--- config.mk ---
export PLATFORM = sky130hd
export DESIGN_NAME = aavr_cordic
export DESIGN_NICKNAME = d
export VERILOG_FILES = /design/src/rtl/aavr_pkg.sv /design/src/rtl/aavr_cordic.sv
export SDC_FILE = /design/constraint.sdc
export NUM_CORES = 2
export LEC_CHECK = 0
export BUFFER_PORTS_ARGS = -buffer_cell sky130_fd_sc_hd__clkbuf_2
export CAP_MARGIN = 20
export CORE_ASPECT_RATIO = 1.25
export CORE_MARGIN = 2
export CORE_UTILIZATION = 35
export CTS_CLUSTER_SIZE = 14
export DETAILED_ROUTE_END_ITERATION = 7
export GPL_TIMING_DRIVEN = 0
export PLACE_DENSITY = 0.54
export REMOVE_ABC_BUFFERS = 1
export SLEW_MARGIN = 20
export SYNTH_ARGS = -nofsm -noshare
export SYNTH_HDL_FRONTEND = slang
export SYNTH_SLANG_ARGS = --single-unit
export TNS_END_PERCENT = 1
--- constraint.sdc ---
create_clock -name i_clk -period 7.7 [get_ports i_clk]
set_clock_uncertainty 0.1 [all_clocks]
set_input_delay 1.54 -clock i_clk [delete_from_list [all_inputs] [get_ports i_clk]]
set_output_delay 1.54 -clock i_clk [all_outputs]
set_load 0.1 [all_outputs]
--- src/rtl/aavr_pkg.sv ---
package aavr_pkg;

    localparam int MaxStages = 32;
    localparam logic signed [31:0] Deg360 = 32'sd23592960;
    localparam logic signed [31:0] Deg270 = 32'sd17694720;
    localparam logic signed [31:0] Deg180 = 32'sd11796480;
    localparam logic signed [31:0] Deg90 = 32'sd5898240;
    localparam logic signed [32:0] OneQ30 = 33'sd1073741824;
    localparam logic signed [32:0] GainQ30 = 33'sd652032874;

    typedef logic signed [32:0] t_cq;
    typedef logic signed [33:0] t_zq;

    function automatic t_zq atan_q24(input logic [4:0] idx);
        logic [31:0] tab [MaxStages];
        tab = '{32'd754974720, 32'd445687602, 32'd235489088, 32'd119537938,
                32'd60000934, 32'd30029717, 32'd15018523, 32'd7509720,
                32'd3754917, 32'd1877466, 32'd938734, 32'd469367, 32'd234684,
                32'd117342, 32'd58671, 32'd29335, 32'd14668, 32'd7334,
                32'd3667, 32'd1833, 32'd917, 32'd458, 32'd229, 32'd115,
                32'd57, 32'd29, 32'd14, 32'd7, 32'd4, 32'd2, 32'd1, 32'd0};
        return t_zq'({2'b00, tab[idx]});
    endfunction

endpackage

--- src/rtl/aavr_cordic.sv ---
module aavr_cordic
    import aavr_pkg::*;
#(
    parameter int STAGES = 16
) (
    input  logic             i_clk,
    input  logic             i_rst_n,
    input  logic             i_en,
    input  logic             i_valid,
    input  t_zq              i_z,
    input  logic             i_negc,
    output logic             o_valid,
    output logic             o_negc,
    output t_cq              o_x,
    output t_cq              o_y
);

    localparam int N = (STAGES > MaxStages) ? MaxStages : STAGES;

    t_cq  r_x [N+1];
    t_cq  r_y [N+1];
    t_zq  r_z [N+1];
    logic r_v [N+1];
    logic r_n [N+1];

    always_comb begin
        r_x[0] = GainQ30;
        r_y[0] = '0;
        r_z[0] = i_z;
        r_v[0] = i_valid;
        r_n[0] = i_negc;
    end

    for (genvar i = 0; i < N; i++) begin : g_stage
        t_cq dx, dy;
        assign dx = r_y[i] >>> i;
        assign dy = r_x[i] >>> i;
        always_ff @(posedge i_clk) begin
            if (!i_rst_n) begin
                r_v[i+1] <= 1'b0;
            end else if (i_en) begin
                r_v[i+1] <= r_v[i];
            end
            if (i_en) begin
                r_n[i+1] <= r_n[i];
                if (!r_z[i][33]) begin
                    r_x[i+1] <= r_x[i] - dx;
                    r_y[i+1] <= r_y[i] + dy;
                    r_z[i+1] <= r_z[i] - atan_q24(5'(i));
                end else begin
                    r_x[i+1] <= r_x[i] + dx;
                    r_y[i+1] <= r_y[i] - dy;
                    r_z[i+1] <= r_z[i] + atan_q24(5'(i));
                end
            end
        end
    end

    assign o_valid = r_v[N];
    assign o_negc = r_n[N];
    assign o_x = r_x[N];
    assign o_y = r_y[N];

endmodule

Word-level counts from Yosys, hierarchy flattened
Index checks and enable logic that the tools add are counted.
{"block": "totals", "elab_cells": 214, "register_bits": 1565, "output_inout_bits": 68}
{"block": "classes", "mux": 46, "addsub": 90}
{"op": "$mux W33", "count": 31}
{"op": "$mux W34", "count": 15}
{"op": "$add A33 B18 Y33", "count": 2}
{"op": "$add A33 B19 Y33", "count": 2}
{"op": "$add A33 B20 Y33", "count": 2}
{"op": "$add A33 B21 Y33", "count": 2}
{"op": "$add A33 B22 Y33", "count": 2}
{"op": "$add A33 B23 Y33", "count": 2}
{"op": "$add A33 B24 Y33", "count": 2}
{"op": "$add A33 B25 Y33", "count": 2}
{"op": "$add A33 B26 Y33", "count": 2}
{"op": "$add A33 B27 Y33", "count": 2}
{"op": "$add A33 B28 Y33", "count": 2}
{"op": "$add A33 B29 Y33", "count": 2}
{"op": "$add A33 B30 Y33", "count": 2}
{"op": "$add A33 B31 Y33", "count": 2}
{"op": "$sub A33 B18 Y33", "count": 2}
{"op": "$sub A33 B19 Y33", "count": 2}
{"op": "$sub A33 B20 Y33", "count": 2}
{"op": "$sub A33 B21 Y33", "count": 2}
{"op": "$sub A33 B22 Y33", "count": 2}
{"op": "$sub A33 B23 Y33", "count": 2}
{"op": "$sub A33 B24 Y33", "count": 2}
{"op": "$sub A33 B25 Y33", "count": 2}
{"op": "other kinds (40)", "count": 46}

Depth between registers and ports, before layout
{"block": "logic_depth", "depth_word": 2, "depth_mapped": 21}

Worst setup path before layout
OpenSTA, ideal clock, no wires.
{"block": "synth_timing", "path_kind": "flip-flop to flip-flop", "start": "register r_x, in the netlist g_stage[5].dy[0]", "end": "register r_y, in the netlist g_stage[6].dx[23] (data pin)", "required_time_ps": 7334, "slack_ps": 2781, "arrival_time_ps": 4553, "path_stages_with_launch": 21, "synth_period_minus_slack_ps": 4919, "n_path_buf": 0, "path_cell_list": "edfxtp_1 -> inv_1 -> ha_1 -> nor3b_1 -> nand3b_1 -> nor4_1 -> nand3b_1 -> nor4_1 -> nor2_1 -> xnor2_1 -> ha_1 -> or4_1 -> o21ai_0 -> a21oi_1 -> a31oi_1 -> a21bo_2 -> a211oi_1 -> o21ai_0 -> a2111oi_0 -> nor3_1 -> xor2_1"}
{"block": "synth_between", "elab_chain_len": 2, "word_cells_on_any_way": 3, "classes_between": "add/sub: 2; mux: 1"}
{"element": "start, declared", "line": "aavr_cordic.sv:20", "source": "t_cq r_x [N+1];"}
{"element": "start signal, assigned by index", "line": "aavr_cordic.sv:47", "source": "r_x[i+1] <= r_x[i] - dx;"}
{"element": "start signal, assigned by index", "line": "aavr_cordic.sv:51", "source": "r_x[i+1] <= r_x[i] + dx;"}
{"element": "$add A33 B28 Y33 / $sub A33 B28 Y33 (equally long branches)", "line": "aavr_cordic.sv:48, aavr_cordic.sv:52"}
{"element": "$mux W33 *", "line": "aavr_cordic.sv:46", "source": "if (!r_z[i][33]) begin"}
{"element": "end signal, assigned by index", "line": "aavr_cordic.sv:48", "source": "r_y[i+1] <= r_y[i] + dy;"}
{"element": "end signal, assigned by index", "line": "aavr_cordic.sv:52", "source": "r_y[i+1] <= r_y[i] - dy;"}
{"element": "end, declared", "line": "aavr_cordic.sv:21", "source": "t_cq r_y [N+1];"}
Mark *: on every way between the ends. The rest lies on a longest branch, timed or not.
A chain may end at the register's enable or synchronous reset.

Worst setup path after layout
Same ends and word-level chain as after synthesis.

==> run_results.csv <==
group,metric,value,unit
status,status,"complete, no violations",
critical_path,start_kind,"flip-flop",
logic_synthesis,async_flop_share,0,%
logic_synthesis,ys.warnings.count,0,
critical_path,cpMaxStageDelayCell,"nor4_1",
clocking,cts.repair.resized,0,
logic_synthesis,ys_types,90,
floorplanning,ioPinCount,107,
critical_path,setup.worst_path.class,"reg2reg",
logic_synthesis,syn-cell-area,0.122,mm²
drt,wl_met3,6760,µm
flow_run,maxCapViolCount,0,
critical_path,cp.depth,20,
clocking,clkTransAtPathRegs,0.06,ns
sta,tightestPinTransition,1.19,ns
logic_synthesis,ys_seq_elements,1477,
drt,first_iter_violations,3550,
floorplanning,start_util,35.2,%
floorplanning,die_area,0.354,mm²
critical_path,cp.arrival,7.30,ns
critical_path,cp_max_fo,6,
final_layout,syn2layout_area_growth,10.2,%
logic_synthesis,synth_cells,12600,
sta,rsz0062_at_grt,"no",
critical_path,ff2ff_setup_slack,0.89,ns
worst_hold_path,min_from,"r_z[476]$_DFFE_PP_",
worst_hold_path,holdPathStages,0,
final_layout,fin_nets,14200,
critical_path,cp_cell_sequence,"inv_1, ha_1, nor3b_1, nand3b_1, nor4_1, nand3b_1, nor4_1, nor2_1, xnor2_1, ha_1, or4_1, o21ai_0, a21oi_1, a31oi_1, a21bo_2, a211oi_1, o21ai_0, a2111oi_0, nor3_1, xor2_1",
placed_design,dp_hpwl,244000,µm
global_route,antenna_found_initial,1,
critical_path,cp-end-kind,"flip-flop",
placed_design,numPortBuffers,106,
sta,period_share,88.5,%
global_route,grt_start_max_net_pins,99,
critical_path,max_stage_delay,0.79,ns
final_layout,mostFrequentLayoutCells,"edfxtp_1, ha_1, a21oi_1, xnor2_1, nor2_1",
critical_path,r2r-end,"g_stage[6].dx[23]$_DFFE_PP_",
placed_design,gp_congestion,0.914,
critical_path,r2r_start,"g_stage[5].dy[0]$_DFFE_PP_",
sta,fin_setup_tns,0,ns
global_route,grtUsageTotal,16.5,%
drt,wl,302000,µm
clocking,clock_sinks,1477,
sta,max_freq,0.147,GHz
drt,wl_met1,105000,µm
final_layout,drive_gt1_share,4.84,%
drt,routed-wl-met2,169000,µm
clocking,cts_tree,"done",
drt,via_count,90700,
worst_hold_path,min_path_type,"reg2reg",
final_layout,final_common_cell,"edfxtp_1",
logic_synthesis,synth_edf_count,1461,
logic_synthesis,yosysSeqAreaShare,36.1,%
sta,slew_viol_final,0,
sta,hold_viol,0,
critical_path,cp_data_required_time,8.19,ns
sta,period_minus_slack,6.81,ns
clocking,post_cts_buffers,0,
final_layout,fillCellCount,34600,
sta,slew_headroom,20.0,%
drt,viasPerCell,5.18,
logic_synthesis,avgSynthCellArea,9.71,µm²
clocking,htree_levels,4,
critical_path,r2r_cells,20,
drt,drcViolationCount,0,
critical_path,critical_path.top_delay_family,"simple AND/OR/NAND/NOR gates",
floorplanning,core,0.348,mm²
global_route,grt_overflow,0,
sta,setup_slack,0.889,ns
drt,wl_per_cell,17.3,µm
clocking,numCtsBuffers,182,
global_route,grt_pass1_vias,91000,
placed_design,detailedPlace.worstSlack,1.04,ns
floorplanning,die_x,533,µm
global_route,grt_pass1_wl,475000,µm
drt,postRouteAntennaNets,0,
critical_path,crit_buf_inv,1,
clocking,clk_latency,0.95,ns
drt,top_layer,"met4",
floorplanning,rows,242,
clocking,holdBufCountCts,0,
sta,setup_violations,0,
floorplanning,die_y,665,µm
worst_hold_path,whs_endpoint,"r_z[442]$_DFFE_PP_",
clocking,root_buffer,"clkbuf_16",
logic_synthesis,synth_flop_cell,"edfxtp_1",
drt,first_pass_iters,6,
clocking,cts_buffer_depth,4,
## synthesized netlist by cell type, drive strengths merged (44+ instances only)
cell type | instances | area, µm²
nor3 | 333 | 1680
edfxtp | 1461 | 43900
clkbuf | 144 | 542
o21a | 197 | 1480
ha | 1385 | 17300
nand4 | 83 | 519
mux2 | 52 | 586
inv | 510 | 1910
and2 | 78 | 488
a31oi | 157 | 982
buf | 94 | 601
fa | 44 | 881
xnor2 | 1212 | 10600
nor2 | 1111 | 4170
nor2b | 167 | 1040
o211ai | 54 | 405
o31ai | 56 | 420
o21ai | 564 | 2820
nor3b | 46 | 345
a21oi | 1371 | 6870
a21o | 637 | 4780
nand2b | 193 | 1210
o21bai | 162 | 1220
xor2 | 582 | 5100
nor4 | 89 | 557
or3 | 69 | 432
and3 | 148 | 926
mux2i | 88 | 881
nand3 | 190 | 951
nand2 | 542 | 2030
a211oi | 142 | 1070
## routing by layer
metal / vias up / track usage, %
li1: 47100 / -
met1: 41500 / 14.8
met2: 1330 / 34.2
met3: 768 / 1.67
met4: 0 / 11.0
met5: - / 0
## worst register-to-register path: stages, from the launching register on
cell and delay [ns]:
edfxtp_1 0.50, inv_1 0.10, ha_1 0.16, nor3b_1 0.35, nand3b_1 0.18, nor4_1 0.68
nand3b_1 0.24, nor4_1 0.79, nor2_1 0.11, xnor2_1 0.17, ha_1 0.36, or4_1 0.53
o21ai_0 0.15, a21oi_1 0.10, a31oi_1 0.14, a21bo_2 0.31, a211oi_1 0.50, o21ai_0 0.23
a2111oi_0 0.46, nor3_1 0.12, xor2_1 0.16
## worst max path at each step
stage                     slack (ns)                       start                     endpoint
after global routing            0.54  g_stage[5].dy[0]$_DFFE_PP_  g_stage[6].dx[23]$_DFFE_PP_
final                           0.89  g_stage[5].dy[0]$_DFFE_PP_  g_stage[6].dx[23]$_DFFE_PP_
after floorplan                 2.19          r_z[407]$_DFFE_PP_           r_z[372]$_DFFE_PP_
after detailed placement        1.04  g_stage[5].dy[0]$_DFFE_PP_  g_stage[6].dx[23]$_DFFE_PP_
after CTS                       0.91  g_stage[5].dy[0]$_DFFE_PP_  g_stage[6].dx[23]$_DFFE_PP_
after global placement        -21.85                        i_en             o_x[0]$_DFFE_PP_
## flip-flops by register name, indices dropped and copies added, names as in the netlist
| name | count |
|---|---|
| r_z | 477 |
| g_stage.dx | 345 |
| g_stage.dy | 321 |
| r_x | 118 |
| r_y | 118 |
| o_x | 33 |
| o_y | 33 |
| r_n | 15 |
| r_v | 15 |
| o_negc | 1 |
| o_valid | 1 |
## logic make-up after synthesis
group / after synthesis / share of synthesized area, %
buf+inv: 750 / 2.50
fa+ha+maj: 1429 / 14.9
compound gates: 3806 / 19.8
simple gates: 3201 / 12.7
other cells: 1 / 0.00306
flops: 1477 / 36.1
xor+xnor: 1794 / 12.8
mux: 140 / 1.20
## layout make-up
cell class / count / area, µm² / share of cell area (%)
tap: 4636 / 5800 / 4.30
inverter: 512 / 1920 / 1.43
antenna: 1 / 2.50 / 0.00186
sequential: 1477 / 44200 / 32.8
clock inverter: 113 / 1260 / 0.932
timing repair buffer: 171 / 1700 / 1.26
multi-input combinational: 10400 / 75200 / 55.8
clock buffer: 216 / 4750 / 3.53
## per-stage QoR
| stage | instances | instance area [µm²] | util [%] | hold WS, ns |
|---|---|---|---|---|
| 2_1_floorplan | 12400 | 121000 | - | 0.300 |
| 3_3_place_gp | 17100 | 128000 | 36.7 | 0.300 |
| 3_5_place_dp | 17200 | 129000 | 37.0 | 0.305 |
| 4_1_cts | 17500 | 135000 | 38.7 | 0.307 |
| 5_1_grt | 17500 | 135000 | 38.7 | 0.315 |
| 6_report | 17500 | 135000 | 38.7 | 0.313 |
Power is not shown: default switching activity piles up to over one toggle a cycle in this logic, so the estimate is an artifact.
